<file path="src/rtl/core/mfe_pkg.sv">
package mfe_pkg;

   localparam int unsigned LEN_W      = 11;
   localparam int unsigned BYTE_W     = 8;
   localparam int unsigned WORD_W     = 32;
   localparam int unsigned KIND_W     = 2;
   localparam int unsigned CSR_DATA_W = 32;
   localparam int unsigned CSR_ADDR_W = 3;
   localparam int unsigned SEQ_CNT_W  = 3;

   localparam logic [LEN_W-1:0] MAX_FRAME_LEN_RESET = 11'd1536;

   localparam logic                  CSR_IDX_MAX_FRAME_LEN = 1'b0;

   localparam logic [KIND_W-1:0] KIND_LEAD  = 2'd0;
   localparam logic [KIND_W-1:0] KIND_PRE   = 2'd1;
   localparam logic [KIND_W-1:0] KIND_DATA  = 2'd2;
   localparam logic [KIND_W-1:0] KIND_TRAIL = 2'd3;

   localparam logic [BYTE_W-1:0] PREAMBLE_BYTE  = 8'h55;
   localparam logic [BYTE_W-1:0] DELIMITER_BYTE = 8'hD5;
   localparam logic [WORD_W-1:0] TRAILER_WORD   = 32'hfff00000;

   // Index of the final word of each fixed run.
   localparam logic [SEQ_CNT_W-1:0] LEAD_LAST  = 3'd3;
   localparam logic [SEQ_CNT_W-1:0] PRE_LAST   = 3'd7;
   localparam logic [SEQ_CNT_W-1:0] TRAIL_LAST = 3'd3;

   typedef struct packed {
      logic              has_header;
      logic              has_data;
      logic              has_trailer;
      logic [BYTE_W-1:0] data;
   } cmd_type;

   typedef enum logic [2:0] {
      ST_START,
      ST_LEAD,
      ST_PRE,
      ST_DATA,
      ST_TRAIL
   } seq_state_type;

   function automatic logic [15:0] code_nibble(input logic [3:0] n);
      logic [15:0] r;
      r = '0;
      for (int i = 0; i < 4; i++) begin
         r[15-4*i -: 4] = n[i] ? 4'b0011 : 4'b1100;
      end
      return r;
   endfunction

   function automatic logic [WORD_W-1:0] code_byte(input logic [BYTE_W-1:0] b);
      return {code_nibble(b[3:0]), code_nibble(b[7:4])};
   endfunction

endpackage

</file>
<file path="src/rtl/core/manchester_frame_encoder_core.sv">
// Channel   Direction  Handshake                 Payload
// req_      in         req_push / req_full       req_data_byte, req_first_byte,
//                                                req_frame_length
// rsp_      out        rsp_empty / rsp_pop       rsp_line_word, rsp_word_kind,
//                                                rsp_last_word
// csr_      in/out     psel, penable, pready     csr_paddr, csr_pwdata, csr_prdata
//
// One input transaction is taken and one line word leaves per cycle at best.
// A data byte yields one data word and the last byte of a frame adds the trailer;
// a frame start adds lead and preamble words. Input stalls only on a full queue.
// The first word of a transaction passes the queue, then the output register.
// Reset is synchronous and clears frame tracking, the queue and the output stage.
// A stalled result holds in the output register while the queue keeps filling.
module manchester_frame_encoder_core #(
   parameter int unsigned QUEUE_DEPTH = 4
) (
   input  logic                               clock,
   input  logic                               reset,
   input  logic                               req_push,
   output logic                               req_full,
   input  logic [mfe_pkg::BYTE_W-1:0]         req_data_byte,
   input  logic                               req_first_byte,
   input  logic [mfe_pkg::LEN_W-1:0]          req_frame_length,
   output logic                               rsp_empty,
   input  logic                               rsp_pop,
   output logic [mfe_pkg::WORD_W-1:0]         rsp_line_word,
   output logic [mfe_pkg::KIND_W-1:0]         rsp_word_kind,
   output logic                               rsp_last_word,
   input  logic                               csr_psel,
   input  logic                               csr_penable,
   input  logic                               csr_pwrite,
   input  logic [mfe_pkg::CSR_ADDR_W-1:0]     csr_paddr,
   input  logic [mfe_pkg::CSR_DATA_W-1:0]     csr_pwdata,
   output logic [mfe_pkg::CSR_DATA_W-1:0]     csr_prdata,
   output logic                               csr_pready
);

   logic [mfe_pkg::LEN_W-1:0] max_frame_len_ff, max_frame_len_in;
   logic                      req_accept;
   logic                      cmd_push;
   mfe_pkg::cmd_type          front_cmd;
   mfe_pkg::cmd_type          head_cmd;
   logic                      cmd_valid;
   logic                      cmd_pop;
   logic                      queue_full;
   logic                      out_valid;
   logic                      rsp_accept;
   logic                      csr_hit;

   assign csr_pready = 1'b1;
   assign csr_hit    = (csr_paddr[mfe_pkg::CSR_ADDR_W-1] == mfe_pkg::CSR_IDX_MAX_FRAME_LEN);
   assign csr_prdata = csr_hit ? mfe_pkg::CSR_DATA_W'(max_frame_len_ff) : '0;

   always_comb begin
      max_frame_len_in = max_frame_len_ff;
      if (csr_psel && csr_penable && csr_pwrite && csr_pready && csr_hit) begin
         max_frame_len_in = csr_pwdata[mfe_pkg::LEN_W-1:0];
      end
   end

   always_ff @(posedge clock) begin
      if (reset) begin
         max_frame_len_ff <= mfe_pkg::MAX_FRAME_LEN_RESET;
      end else begin
         max_frame_len_ff <= max_frame_len_in;
      end
   end

   assign req_full   = queue_full;
   assign req_accept = req_push && !queue_full;
   assign rsp_empty  = !out_valid;
   assign rsp_accept = rsp_pop && out_valid;

   mfe_front u_front (
      .clock         (clock),
      .reset         (reset),
      .accept        (req_accept),
      .data_byte     (req_data_byte),
      .first_byte    (req_first_byte),
      .frame_length  (req_frame_length),
      .max_frame_len (max_frame_len_ff),
      .cmd_push      (cmd_push),
      .cmd           (front_cmd)
   );

   mfe_queue #(
      .DEPTH (QUEUE_DEPTH)
   ) u_queue (
      .clock    (clock),
      .reset    (reset),
      .push     (cmd_push),
      .push_cmd (front_cmd),
      .pop      (cmd_pop),
      .head_cmd (head_cmd),
      .nonempty (cmd_valid),
      .full     (queue_full)
   );

   mfe_back u_back (
      .clock     (clock),
      .reset     (reset),
      .head_cmd  (head_cmd),
      .cmd_valid (cmd_valid),
      .cmd_pop   (cmd_pop),
      .out_valid (out_valid),
      .out_pop   (rsp_accept),
      .line_word (rsp_line_word),
      .word_kind (rsp_word_kind),
      .last_word (rsp_last_word)
   );

endmodule

</file>
<file path="src/rtl/core/mfe_front.sv">
module mfe_front (
   input  logic                         clock,
   input  logic                         reset,
   input  logic                         accept,
   input  logic [mfe_pkg::BYTE_W-1:0]   data_byte,
   input  logic                         first_byte,
   input  logic [mfe_pkg::LEN_W-1:0]    frame_length,
   input  logic [mfe_pkg::LEN_W-1:0]    max_frame_len,
   output logic                         cmd_push,
   output mfe_pkg::cmd_type             cmd
);

   logic [mfe_pkg::LEN_W-1:0] bytes_left_ff, bytes_left_in;
   logic                      dropping_ff, dropping_in;
   logic [mfe_pkg::LEN_W-1:0] left_dec;

   assign left_dec = bytes_left_ff - 1'b1;

   always_comb begin
      bytes_left_in   = bytes_left_ff;
      dropping_in     = dropping_ff;
      cmd_push        = 1'b0;
      cmd.has_header  = 1'b0;
      cmd.has_data    = 1'b0;
      cmd.has_trailer = 1'b0;
      cmd.data        = data_byte;
      if (accept) begin
         if (first_byte) begin
            // A new frame abandons whatever frame was in progress.
            if (frame_length > max_frame_len) begin
               dropping_in   = 1'b1;
               bytes_left_in = frame_length - 1'b1;
            end else begin
               dropping_in    = 1'b0;
               cmd_push       = 1'b1;
               cmd.has_header = 1'b1;
               if (frame_length == '0) begin
                  bytes_left_in   = '0;
                  cmd.has_trailer = 1'b1;
               end else begin
                  bytes_left_in   = frame_length - 1'b1;
                  cmd.has_data    = 1'b1;
                  cmd.has_trailer = (frame_length == mfe_pkg::LEN_W'(1));
               end
            end
         end else if (bytes_left_ff != '0) begin
            bytes_left_in = left_dec;
            if (dropping_ff) begin
               if (left_dec == '0) begin
                  dropping_in = 1'b0;
               end
            end else begin
               cmd_push        = 1'b1;
               cmd.has_data    = 1'b1;
               cmd.has_trailer = (left_dec == '0);
            end
         end
      end
   end

   always_ff @(posedge clock) begin
      if (reset) begin
         bytes_left_ff <= '0;
         dropping_ff   <= 1'b0;
      end else begin
         bytes_left_ff <= bytes_left_in;
         dropping_ff   <= dropping_in;
      end
   end

endmodule

</file>
<file path="src/rtl/core/mfe_queue.sv">
module mfe_queue #(
   parameter int unsigned DEPTH = 4
) (
   input  logic             clock,
   input  logic             reset,
   input  logic             push,
   input  mfe_pkg::cmd_type push_cmd,
   input  logic             pop,
   output mfe_pkg::cmd_type head_cmd,
   output logic             nonempty,
   output logic             full
);

   localparam int unsigned PTR_W = (DEPTH > 1) ? $clog2(DEPTH) : 1;
   localparam int unsigned CNT_W = $clog2(DEPTH + 1);
   localparam logic [PTR_W-1:0] PTR_LAST = PTR_W'(DEPTH - 1);
   localparam logic [CNT_W-1:0] CNT_FULL = CNT_W'(DEPTH);

   mfe_pkg::cmd_type  slot_ff [DEPTH];
   logic [PTR_W-1:0]  wr_ptr_ff, wr_ptr_in;
   logic [PTR_W-1:0]  rd_ptr_ff, rd_ptr_in;
   logic [CNT_W-1:0]  count_ff, count_in;

   assign head_cmd = slot_ff[rd_ptr_ff];
   assign nonempty = (count_ff != '0);
   assign full     = (count_ff == CNT_FULL);

   always_comb begin
      wr_ptr_in = wr_ptr_ff;
      rd_ptr_in = rd_ptr_ff;
      count_in  = count_ff;
      if (push) begin
         wr_ptr_in = (wr_ptr_ff == PTR_LAST) ? '0 : wr_ptr_ff + 1'b1;
      end
      if (pop) begin
         rd_ptr_in = (rd_ptr_ff == PTR_LAST) ? '0 : rd_ptr_ff + 1'b1;
      end
      if (push && !pop) begin
         count_in = count_ff + 1'b1;
      end else if (pop && !push) begin
         count_in = count_ff - 1'b1;
      end
   end

   always_ff @(posedge clock) begin
      if (reset) begin
         wr_ptr_ff <= '0;
         rd_ptr_ff <= '0;
         count_ff  <= '0;
      end else begin
         wr_ptr_ff <= wr_ptr_in;
         rd_ptr_ff <= rd_ptr_in;
         count_ff  <= count_in;
      end
   end

   always_ff @(posedge clock) begin
      if (push) begin
         slot_ff[wr_ptr_ff] <= push_cmd;
      end
   end

endmodule

</file>
<file path="src/rtl/core/mfe_back.sv">
module mfe_back (
   input  logic                         clock,
   input  logic                         reset,
   input  mfe_pkg::cmd_type             head_cmd,
   input  logic                         cmd_valid,
   output logic                         cmd_pop,
   output logic                         out_valid,
   input  logic                         out_pop,
   output logic [mfe_pkg::WORD_W-1:0]   line_word,
   output logic [mfe_pkg::KIND_W-1:0]   word_kind,
   output logic                         last_word
);

   mfe_pkg::seq_state_type           state_ff, state_in, cur_state;
   logic [mfe_pkg::SEQ_CNT_W-1:0]    cnt_ff, cnt_in, cur_cnt;
   logic                             out_valid_ff, out_valid_in;
   logic [mfe_pkg::WORD_W-1:0]       word_ff, word_nx;
   logic [mfe_pkg::KIND_W-1:0]       kind_ff, kind_nx;
   logic                             last_ff, last_nx;
   logic                             advance;

   assign advance   = cmd_valid && (!out_valid_ff || out_pop);
   assign cmd_pop   = advance && last_nx;
   assign out_valid = out_valid_ff;
   assign line_word = word_ff;
   assign word_kind = kind_ff;
   assign last_word = last_ff;

   // At the start of a transaction the first phase follows from the command itself,
   // so a new command emits its first word without a dead cycle.
   always_comb begin
      cur_cnt = cnt_ff;
      if (state_ff == mfe_pkg::ST_START) begin
         cur_cnt = '0;
         if (head_cmd.has_header) begin
            cur_state = mfe_pkg::ST_LEAD;
         end else if (head_cmd.has_data) begin
            cur_state = mfe_pkg::ST_DATA;
         end else begin
            cur_state = mfe_pkg::ST_TRAIL;
         end
      end else begin
         cur_state = state_ff;
      end
   end

   // Word produced in the current phase.
   always_comb begin
      word_nx = '0;
      kind_nx = mfe_pkg::KIND_LEAD;
      last_nx = 1'b0;
      case (cur_state)
         mfe_pkg::ST_LEAD: begin
            word_nx = '0;
            kind_nx = mfe_pkg::KIND_LEAD;
         end
         mfe_pkg::ST_PRE: begin
            word_nx = (cur_cnt == mfe_pkg::PRE_LAST) ?
                      mfe_pkg::code_byte(mfe_pkg::DELIMITER_BYTE) :
                      mfe_pkg::code_byte(mfe_pkg::PREAMBLE_BYTE);
            kind_nx = mfe_pkg::KIND_PRE;
         end
         mfe_pkg::ST_DATA: begin
            word_nx = mfe_pkg::code_byte(head_cmd.data);
            kind_nx = mfe_pkg::KIND_DATA;
            last_nx = !head_cmd.has_trailer;
         end
         mfe_pkg::ST_TRAIL: begin
            word_nx = (cur_cnt == '0) ? mfe_pkg::TRAILER_WORD : '0;
            kind_nx = mfe_pkg::KIND_TRAIL;
            last_nx = (cur_cnt == mfe_pkg::TRAIL_LAST);
         end
         default: begin
            word_nx = '0;
            kind_nx = mfe_pkg::KIND_LEAD;
            last_nx = 1'b0;
         end
      endcase
   end

   always_comb begin
      state_in = state_ff;
      cnt_in   = cnt_ff;
      if (advance) begin
         if (last_nx) begin
            state_in = mfe_pkg::ST_START;
            cnt_in   = '0;
         end else begin
            case (cur_state)
               mfe_pkg::ST_LEAD: begin
                  if (cur_cnt == mfe_pkg::LEAD_LAST) begin
                     state_in = mfe_pkg::ST_PRE;
                     cnt_in   = '0;
                  end else begin
                     state_in = mfe_pkg::ST_LEAD;
                     cnt_in   = cur_cnt + 1'b1;
                  end
               end
               mfe_pkg::ST_PRE: begin
                  if (cur_cnt == mfe_pkg::PRE_LAST) begin
                     state_in = head_cmd.has_data ? mfe_pkg::ST_DATA : mfe_pkg::ST_TRAIL;
                     cnt_in   = '0;
                  end else begin
                     state_in = mfe_pkg::ST_PRE;
                     cnt_in   = cur_cnt + 1'b1;
                  end
               end
               mfe_pkg::ST_DATA: begin
                  state_in = mfe_pkg::ST_TRAIL;
                  cnt_in   = '0;
               end
               mfe_pkg::ST_TRAIL: begin
                  state_in = mfe_pkg::ST_TRAIL;
                  cnt_in   = cur_cnt + 1'b1;
               end
               default: begin
                  state_in = mfe_pkg::ST_START;
                  cnt_in   = '0;
               end
            endcase
         end
      end
   end

   always_comb begin
      if (advance) begin
         out_valid_in = 1'b1;
      end else if (out_pop) begin
         out_valid_in = 1'b0;
      end else begin
         out_valid_in = out_valid_ff;
      end
   end

   always_ff @(posedge clock) begin
      if (reset) begin
         state_ff     <= mfe_pkg::ST_START;
         cnt_ff       <= '0;
         out_valid_ff <= 1'b0;
      end else begin
         state_ff     <= state_in;
         cnt_ff       <= cnt_in;
         out_valid_ff <= out_valid_in;
      end
   end

   always_ff @(posedge clock) begin
      if (advance) begin
         word_ff <= word_nx;
         kind_ff <= kind_nx;
         last_ff <= last_nx;
      end
   end

endmodule
</file>
<file path="config.mk">
export PLATFORM = sky130hd
export DESIGN_NAME = manchester_frame_encoder_core
export DESIGN_NICKNAME = d
export VERILOG_FILES = /design/src/rtl/core/mfe_pkg.sv /design/src/rtl/core/manchester_frame_encoder_core.sv /design/src/rtl/core/mfe_front.sv /design/src/rtl/core/mfe_queue.sv /design/src/rtl/core/mfe_back.sv
export SDC_FILE = /design/constraint.sdc
export NUM_CORES = 1
export LEC_CHECK = 0
export BUFFER_PORTS_ARGS = -buffer_cell sky130_fd_sc_hd__buf_2
export CAP_MARGIN = 20
export CORE_UTILIZATION = 24
export CTS_CLUSTER_SIZE = 10
export DETAILED_ROUTE_END_ITERATION = 8
export HOLD_SLACK_MARGIN = 0.06
export MAX_ROUTING_LAYER = met4
export PLACE_DENSITY = 0.42
export SYNTH_ARGS = -nofsm -noshare
export SYNTH_HDL_FRONTEND = slang
export SYNTH_HIERARCHICAL = 1
export SYNTH_SLANG_ARGS = --single-unit
</file>
<file path="constraint.sdc">
create_clock -name clock -period 3.6 [get_ports clock]
set_input_delay 0.18 -clock clock [delete_from_list [all_inputs] [get_ports clock]]
set_output_delay 0.18 -clock clock [all_outputs]
set_load 0.01 [all_outputs]
</file>
Yosys cells after proc, flatten, opt, wreduce, memory -nomap -nowiden
Memory sizes are Yosys's and may differ from the RTL's. A register that Yosys moved wholly into a read port is not among the register bits.
Cells that the tools add are included.
{ "totals": {"input_bits": 62, "mem_count": 1, "elab_cells": 116, "output_inout_bits": 70, "mem_bits_rw": 44, "regBits": 72} }
{ "mem_list": {"columns": ["memory", "depth", "word_bits", "read_ports", "rd_ports_with_merged_regs", "write_ports", "line", "source"], "rows": [
  ["u_queue.slot_ff", 4, 11, 1, 1, 1, "mfe_queue.sv:19", "mfe_pkg::cmd_type slot_ff [DEPTH];"]
]} }
{ "op_classes": {"mux": 58, "reduce_logical": 26, "n_eq_ne": 10, "order_cmp": 1, "addsub": 7, "bitwise": 1} }
{ "op_table": {"columns": ["operator", "n"], "rows": [
  ["$pmux W32 S3", 1],
  ["$mux W11", 5],
  ["$mux W3", 13],
  ["$mux W4", 9],
  ["$mux W32", 1],
  ["$logic_not A11 Y1", 2],
  ["$sub A11 B1 Y11 const B", 2],
  ["$pmux W3 S3", 2],
  ["$mux W1", 17],
  ["$mux W2", 8],
  ["$eq A11 B1 Y1 const B", 1],
  ["$gt A11 B11 Y1", 1],
  ["$reduce_bool A11 Y1", 1],
  ["$eq A3 B2 Y1 const B", 3],
  ["$eq A3 B3 Y1 const B", 3],
  ["$logic_and A1 B1 Y1", 9],
  ["$add A3 B1 Y3 const B", 2],
  ["$logic_not A3 Y1", 2],
  ["$pmux W2 S3", 1],
  ["$reduce_bool A2 Y1", 3],
  ["$logic_not A1 Y1", 5],
  ["$add A2 B1 Y2 const B", 2],
  ["$eq A2 B2 Y1 const B", 2],
  ["$eq A3 B1 Y1 const B", 1],
  ["7 further kinds", 7]
]} }

Depth between registers and ports, before layout
Gate-level depths: netlist of run 1.
{ "logic_depth": {"depth_word": 9, "mapped_depth": 15, "depth_no_buf": 15} }

Cells and area by module
The synthesis of run 1 kept the hierarchy.
{ "modules_own_cells": {"columns": ["mod", "instances", "cells_each", "seq_area_each_um2", "area_per_inst_um2"], "rows": [
  ["mfe_queue", 1, 101, 1501.4, 2030.7],
  ["mfe_front", 1, 210, 240.2, 1472.7],
  ["mfe_back", 1, 138, 710.7, 1461.4],
  ["manchester_frame_encoder_core", 1, 87, 220.2, 763.2]
]} }

Least setup slack after synthesis of run 1
OpenSTA, ideal clock, no wires.
{ "synth_path": {"path_kind": "register -> register", "startpoint": "reg max_frame_len_ff[10] in the netlist's numbering", "endpoint": "reg u_queue.count_ff[2]", "path_stages_with_launch": 14, "arrival_time_ns": 2.984, "setup_slack_ns": 0.546, "cell_sequence": "dfxtp_1 -> inv_1 -> ha_1 -> nand3_1 -> nor4_1 -> and4_1 -> o21ai_0 -> a21oi_1 -> ha_1 -> inv_1 -> fa_1 -> xor2_1 -> or3_1 -> a21oi_1"} }
{ "synth_via": {"elab_chain_cells": 7} }
{ "synth_rtl": {"columns": ["item", "line", "source"], "rows": [
  ["from (decl)", "manchester_frame_encoder_core.sv:38", "logic [mfe_pkg::LEN_W-1:0] max_frame_len_ff, max_frame_len_in;"],
  ["from (signal assigned)", "manchester_frame_encoder_core.sv:63", "max_frame_len_ff <= mfe_pkg::MAX_FRAME_LEN_RESET;"],
  ["from (signal assigned)", "manchester_frame_encoder_core.sv:65", "max_frame_len_ff <= max_frame_len_in;"],
  ["$gt A11 B11 Y1 (*)", "mfe_front.sv:30", "if (frame_length > max_frame_len) begin"],
  ["$mux W1 (*)", "mfe_front.sv:30", null],
  ["$mux W1 (*)", "mfe_front.sv:28", "if (first_byte) begin"],
  ["$mux W1 (*)", "mfe_front.sv:27", "if (accept) begin"],
  ["net cmd_push", "manchester_frame_encoder_core.sv:40", "logic cmd_push;"],
  ["$logic_not A1 Y1", "mfe_queue.sv:40", "end else if (pop && !push) begin"],
  ["$logic_and A1 B1 Y1", "mfe_queue.sv:40", null],
  ["$reduce_bool A2 Y1 (no line)", null, null],
  ["to (signal assigned)", "mfe_queue.sv:53", "count_ff <= count_in;"],
  ["to (decl)", "mfe_queue.sv:22", "logic [CNT_W-1:0] count_ff, count_in;"]
]} }
The timed path passes the listed nets; every way through them passes the cells marked *.
A chain may end at the register's enable or synchronous reset.

Final worst setup path of run 1
{ "layout_path": {"startpoint": "reg u_back.state_ff[2]", "endpoint": "reg u_queue.count_ff[2]"} }
{ "layout_via": {"elab_chain_cells": 8} }
{ "layout_rtl": {"columns": ["item", "line", "source"], "rows": [
  ["from (decl)", "mfe_back.sv:14", "mfe_pkg::seq_state_type state_ff, state_in, cur_state;"],
  ["from (signal assigned)", "mfe_back.sv:137", "state_ff <= mfe_pkg::ST_START;"],
  ["from (signal assigned)", "mfe_back.sv:141", "state_ff <= state_in;"],
  ["$logic_not A3 Y1", "mfe_back.sv:33", "if (state_ff == mfe_pkg::ST_START) begin"],
  ["$mux W3", "mfe_back.sv:33", null],
  ["$eq A3 B2 Y1, or another cell as far along", "mfe_back.sv:71", "last_nx = (cur_cnt == mfe_pkg::TRAIL_LAST);"],
  ["$pmux W1 S2 (*)", "mfe_back.sv:52", "case (cur_state)"],
  ["$logic_and A1 B1 Y1 (*)", "mfe_back.sv:23", "assign cmd_pop = advance && last_nx;"],
  ["net cmd_pop", "manchester_frame_encoder_core.sv:44", "logic cmd_pop;"],
  ["$logic_not A1 Y1", "mfe_queue.sv:38", "if (push && !pop) begin"],
  ["$logic_and A1 B1 Y1", "mfe_queue.sv:38", null],
  ["$mux W3 / $reduce_bool A2 Y1 (equally long branches)", null, null]
]} }
Marked as above.

==> results.cfg, run 1 <==
[synthesis]
ys_ff_latch = 102
syn_inst = 536
yosys.area.top_type_share = 0.330
syn_area_per_cell_um2 = 10.7
synth_cell_types = 65
yosysSeqAreaShare = 0.467
synth_ff_type = edfxtp_1
yosysMostFrequentCell = edfxtp_1
synth_top_area_cell = edfxtp_1
synthTopCellsByCount = 63 x edfxtp_1, 48 x nor2_1, 46 x buf_4, 39 x dfxtp_1, 37 x inv_1
synthTopCellsByArea = edfxtp_1 33%, dfxtp_1 14%, ha_1 6.1%, buf_4 6.0%, mux4_2 3.9%
syn_area_mm2 = 0.00573
synth-edff-count = 63
yosys_warnings = 6
async_flop_share = 0

[setup_path]
reg2reg_slack_ps = 300
arrival_ps = 3570
path_max_fanout = 4
r2r_end = u_queue/count_ff[2]
worstSetupPathType = reg2reg
cpMaxStageDelayCell = or3_4
reg2regPathDepth = 14
critPathBufInv = 2
reg2reg_from = u_back/state_ff[2]
critPathTopFamily = simple AND/OR/NAND/NOR gates
crit_path_end_kind = flip-flop
path_cells = or3_4 > and2_1 > ha_1 > ha_1 > and3_2 > a21oi_2 > nor2_1 > inv_1 > ha_1 > inv_1 > fa_1 > xor2_1 > or3_1 > a21oi_1
critPathLaunchType = flip-flop
worst-path-stages = 14
cpPeakStageDelay_ps = 410
crit_top_cell = ha_1
critical_path_required_ps = 3870

[clock_network]
clkLatencyLatePin_ps = 360
cts_buffer_depth = 2
cts_root_buffer = clkbuf_16
cts_sinks = 102
post_cts_buffers = 0
clk_pin_slew_worst_paths_ps = 80
htreeDepth = 3
numCtsBuffers = 9
cts_tree = done

[floorplanning]
die_area_mm2 = 0.0245
io_pins = 132
die_x_um = 156
die_y_um = 156
start_util = 0.244
core_mm2 = 0.0235
rows = 56

[run_status]
outcome = completed

[sta]
finalClockSkew_ps = 15.5
max_slew_margin = 0.425
period_minus_slack_ps = 3300
setup_violations = 0
final.setup.tns_ps = 0
rsz0062_at_grt = no
tightest_slew_ps = 863
final_hold_viol_count = 0
fin_crit_sh = 0.916
slew_viol_final = 0
fmax_mhz = 303

[finish]
n_antenna_cell = 0
nets = 701
area_growth_syn_to_layout_pct = 16.3
instances_no_fill = 934
drive_gt1_frac = 0.233
final_util = 0.284
finish.instance_area_mm2 = 0.00666

[job]
maxCapViolCount = 0

[routing]
dr.pass1.iters = 4
drc = 0
wl_per_cell_um = 13.5
viasPerCell = 4.27
wl_mm = 12.6
postRouteAntennaNets = 0
drt-initial-drc-count = 171
vias = 3990

[min_path]
worstHoldPathCells = 3
hp-class = in2reg
worst_hold_startpoint = csr_pwdata[8]
hold_end = max_frame_len_ff[8]

[grt]
grtUsageTotal = 0.112
grt_start_max_net_pins = 50
grt-ovfl-total = 0
grt_pass1_vias = 4007
grt_pass1_wl_mm = 20.6
antenna_found_initial = 0

[placement]
hpwl_mm = 9.29
io_buffers = 86
postPlaceCellArea_mm2 = 0.00627
gp_congestion = 0.776
placedCellCount = 910

[power_and_ir_drop]
peakVddDrop_mv = 0.233
power_density_mw_per_mm2 = 635
p_leak_nw = 2.62
-- stage by stage --
stage	total power [W]	worst slack [ps]	hold slack (ps)
after floorplan	0.00292	546	249
after global placement	0.00325	325	394
after detailed placement	0.00328	202	401
after CTS	0.00430	186	69.2
after global routing	0.00456	28.6	80.8
final	0.00423	302	83.2
-- worst min-delay path, stage by stage --
cell and delay (ps):
buf_2 100, nand2b_1 50, mux2i_1 60
-- area by class of cell --
class / count / area (µm²)
fillers: 2457 / 16800
flip-flops and latches: 102 / 2670
multi-input cells: 353 / 2540
repair buffers: 106 / 601
well taps: 319 / 399
clock buffers: 9 / 225
inverters: 38 / 143
clock inverters: 7 / 81.3
-- registers in the layout (all words and copies together), names as in the netlist, 3 cells and up, named ones only --
register,cells
u_back/cnt_ff,3
u_back/state_ff,3
u_queue/count_ff,3
u_queue/slot_ff,44
max_frame_len_ff,11
u_front/bytes_left_ff,11
u_back/line_word,16
-- layer usage --
layer,share of wire,vias up,track usage
met3,0.048,4,0.0299
met4,0.0032,0,0.0252
met5,0,-,-
met1,0.45,1891,0.132
met2,0.50,112,0.190
li1,-,1983,-
-- cell families (layout without fill, tap and decap cells) --
family,Yosys count,count (layout),share of synthesized area
mux,26,26,0.0701
compound gates,87,87,0.101
simple gates,172,172,0.166
xor+xnor,17,17,0.0260
fa+ha+maj,29,29,0.0647
buf+inv,101,160,0.105
other cells,2,22,0.00131
flops,102,102,0.467
-- cells in the final DEF (no fill, tap or decap), types with 4 or more instances in the layout --
cell           instances
inv_1                 37
nor3_1                 4
o21ai_0               32
nand3_1               17
nand2_1               29
nor2b_1               15
nor2_1                48
and2_1                 8
mux4_2                10
nand2b_1              20
clkbuf_16              9
xnor2_1                6
a21oi_1               14
edfxtp_1              63
nor4_1                 5
buf_4                 12
dfxtp_1               39
conb_1                22
dlygate4sd3_1          8
o22ai_1                4
nor3b_1                4
buf_2                 86
ha_1                  28
a22o_1                 5
xor2_1                11
mux2i_1               15
-- where the power goes --
part / total (W) / internal (W) / switching, W
clock network: 0.000986 / 0.000495 / 0.000491
logic: 0.00152 / 0.000614 / 0.000902
registers: 0.00172 / 0.00157 / 0.000150
total: 0.00423 / 0.00268 / 0.00154
-- worst max-delay path by stage --
stage | startpoint | end | slack (ps)
after CTS | max_frame_len_ff[10] | u_queue/count_ff[2] | 190
final | u_back/state_ff[2] | u_queue/count_ff[2] | 300
after global placement | max_frame_len_ff[9] | u_queue/count_ff[2] | 330
after global routing | max_frame_len_ff[10] | u_queue/count_ff[2] | 30
after detailed placement | max_frame_len_ff[8] | u_queue/count_ff[2] | 200
after floorplan | max_frame_len_ff[10] | u_queue/count_ff[2] | 550
-- what timing repair did --
item                       in CTS  in global routing
hold buffers                    8                  0
hold endpoints to repair       32                  0
setup endpoints to repair       0                  1
gates resized for setup         0                  1
Note: power is estimated with default switching activity, not from simulation.
==> run 2, diff against run 1 <==
--- a/config.mk
+++ b/config.mk
@@ -5,14 +5,16 @@
 export SDC_FILE = /design/constraint.sdc
 export NUM_CORES = 1
 export LEC_CHECK = 0
+export ABC_AREA = 1
 export BUFFER_PORTS_ARGS = -buffer_cell sky130_fd_sc_hd__buf_2
 export CAP_MARGIN = 20
 export CORE_UTILIZATION = 24
+export CTS_CLUSTER_DIAMETER = 150
 export CTS_CLUSTER_SIZE = 10
 export DETAILED_ROUTE_END_ITERATION = 8
 export HOLD_SLACK_MARGIN = 0.06
 export MAX_ROUTING_LAYER = met4
-export PLACE_DENSITY = 0.42
+export PLACE_DENSITY = 0.43
 export SYNTH_ARGS = -nofsm -noshare
 export SYNTH_HDL_FRONTEND = slang
 export SYNTH_HIERARCHICAL = 1
==> run 2 against run 1 <==
Compared with the run above:
- first-iteration DRC count up 13%
- utilization up 0.091 points
- flip-flop and latch count unchanged
- count of clock-buffer cells in the layout unchanged
- synthesized area up 1.6%
- sequential power up 4%
- clock power about the same
- sequential share of layout area down 0.37 points
- clock skew down 5.6 ps
- critical endpoint is now u_queue/count_ff[1]
==> results.cfg, run 2 <==
[routing]
viasPerCell = 4.07
postRouteAntennaNets = 0
wl_per_cell_um = 11.9
dr.pass1.iters = 5
wl_mm = 13.1
drc = 0
vias = 4463
drt-initial-drc-count = 194

[setup_path]
worstSetupPathType = reg2reg
critical_path_required_ps = 3840
critPathLaunchType = flip-flop
arrival_ps = 3150
crit_path_end_kind = flip-flop
path_max_fanout = 10
reg2reg_slack_ps = 700
reg2regPathDepth = 16
r2r_end = u_queue/count_ff[1]

[finish]
area_growth_syn_to_layout_pct = 15.4
nets = 864
largest-register = u_queue/slot_ff
largest_reg_flops = 44
final_util = 0.285
mostFrequentLayoutCell = nor2_1
n_fill_cell = 2599
n_antenna_cell = 0
drive_gt1_frac = 0.183
final_cell_mix = 108 x nor2_1, 106 x nand2_1, 91 x inv_1

[synthesis]
synth_ff_type = edfxtp_1
syn_inst = 702
yosys.area.top_type_share = 0.325
async_flop_share = 0
synthTopCellsByArea = edfxtp_1 32%, dfxtp_1 13%, nor2_1 7.0%, nand2_1 6.8%, buf_4 6.2%
yosys_warnings = 6
syn_area_mm2 = 0.00582
ys_ff_latch = 102
synth-edff-count = 63
syn_area_per_cell_um2 = 8.29
yosysMostFrequentCell = nor2_1
synth_cell_types = 36
synthTopCellsByCount = 108 x nor2_1, 106 x nand2_1, 91 x inv_1, 63 x edfxtp_1, 48 x buf_4
synth_top_area_cell = edfxtp_1
yosysSeqAreaShare = 0.459

[run_status]
outcome = completed

[grt]
grt_pass1_vias = 4145
grt_pass1_wl_mm = 21.4
antenna_found_initial = 0
use_met2 = 0.182
grt-ovfl-total = 0
grtUsageMet1 = 0.147
top_usage_layer = met2
use_met3 = 0.0274
grtUsageTotal = 0.115
grt_start_max_net_pins = 25

[min_path]
hold_end = max_frame_len_ff[9]
worstHoldPathCells = 3
hp-class = in2reg
worst_hold_startpoint = csr_pwdata[9]

[sta]
rsz0062_at_grt = no
setup_violations = 0
period_minus_slack_ps = 2900
finalClockSkew_ps = 9.90
whs_ps = 74.7
fin_crit_sh = 0.806
fmax_mhz = 345
max_slew_margin = 0.639
layout_setup_ws_ps = 699
final.setup.tns_ps = 0
slew_viol_final = 0
tightest_slew_ps = 541
final_hold_viol_count = 0

[placement]
gp_congestion = 0.836
hpwl_mm = 9.91
place_ws_ps = 702
io_buffers = 86

[floorplanning]
core_mm2 = 0.0236
die_area_mm2 = 0.0249
die_y_um = 158
rows = 56
die_x_um = 158
start_util = 0.247
io_pins = 132

[clock_network]
clkLatencyLatePin_ps = 350
cts_resized = 0
cts_sinks = 102
post_cts_buffers = 0
htreeDepth = 3
clk_pin_slew_worst_paths_ps = 70
cts_buffer_depth = 2
numCtsBuffers = 9
cts_root_buffer = clkbuf_16
cts_hold_buf = 9
cts_tree = done

[power_and_ir_drop]
peakVddDrop_mv = 0.229
p_leak_nw = 3.02
finalPower_w = 0.00466
power_density_mw_per_mm2 = 694

[job]
maxCapViolCount = 0
[run 2: changes by cell type after synthesis, sizes merged, moves of 15 or more]
cell,previous run,this run
a21oi,15,32
inv,38,99
mux2i,15,0
nand2,30,113
nand2b,20,0
nand3,17,40
nor2,48,121
nor2b,15,0
o21ai,35,57
[run 2: kinds of logic (layout without fill, tap and decap cells)]
| family | Yosys count | count (layout) | share of synthesized area |
|---|---|---|---|
| AOI/OAI and AO/OA | 106 | 106 | 0.0978 |
| xor gates and xnor gates | 8 | 8 | 0.0120 |
| DFF | 102 | 102 | 0.459 |
| and+or+nand+nor | 294 | 294 | 0.224 |
| buffers and inverters | 161 | 217 | 0.143 |
| other | 2 | 22 | 0.00129 |
| adders and majority gates | 29 | 29 | 0.0636 |
[run 2: worst max-delay path by stage]
stage,startpoint,end,slack (ps),cells past startpoint
after floorplan,u_back/state_ff[2],u_queue/count_ff[2],1050,20
after global placement,flip-flop,u_queue/count_ff[1],680,16
after detailed placement,flip-flop,u_queue/count_ff[1],700,16
after CTS,flip-flop,u_queue/count_ff[1],660,14
after global routing,flip-flop,u_queue/count_ff[1],290,15
final,flip-flop,u_queue/count_ff[1],700,16
[run 2: layout make-up]
| class | instances | area [µm²] | share of cell area |
|---|---|---|---|
| sequential | 102 | 2670 | 0.398 |
| multi-input combinational | 459 | 2390 | 0.356 |
| timing repair buffer | 101 | 566 | 0.0842 |
| tap | 319 | 399 | 0.0594 |
| inverter | 100 | 375 | 0.0559 |
| clock buffer | 9 | 225 | 0.0335 |
| clock inverter | 7 | 88.8 | 0.0132 |
[run 2: worst max-delay path: stages, from the launching register on]
cell	delay, ps
dfxtp_1	400
inv_1	100
buf_4	180
o21ai_0	120
o22ai_1	260
inv_1	70
nand2_1	100
nand3_2	100
nand2_4	120
nand3_2	110
a21oi_1	250
inv_2	80
ha_1	200
inv_1	80
fa_1	400
o21ai_0	170
nor2_1	60
[run 2: per-stage QoR]
stage                     instance area, µm²  instances
after detailed placement                6320       1072
after global routing                    6720       1097
after floorplan                         5900        722
final                                   6720       1097
after CTS                               6720       1097
after global placement                  6320       1072
[run 2: report_power, final]
part / switching, W / internal, W
clock: 0.000467 / 0.000555
combinational: 0.00123 / 0.000617
sequential: 0.000159 / 0.00164
[run 2: per-layer routing]
| layer | vias to the layer above | routed length [µm] |
|---|---|---|
| met2 | 96 | 5910 |
| met1 | 2008 | 6560 |
| met4 | 0 | 109 |
| met5 | - | 0 |
| met3 | 4 | 512 |
| li1 | 2355 | - |
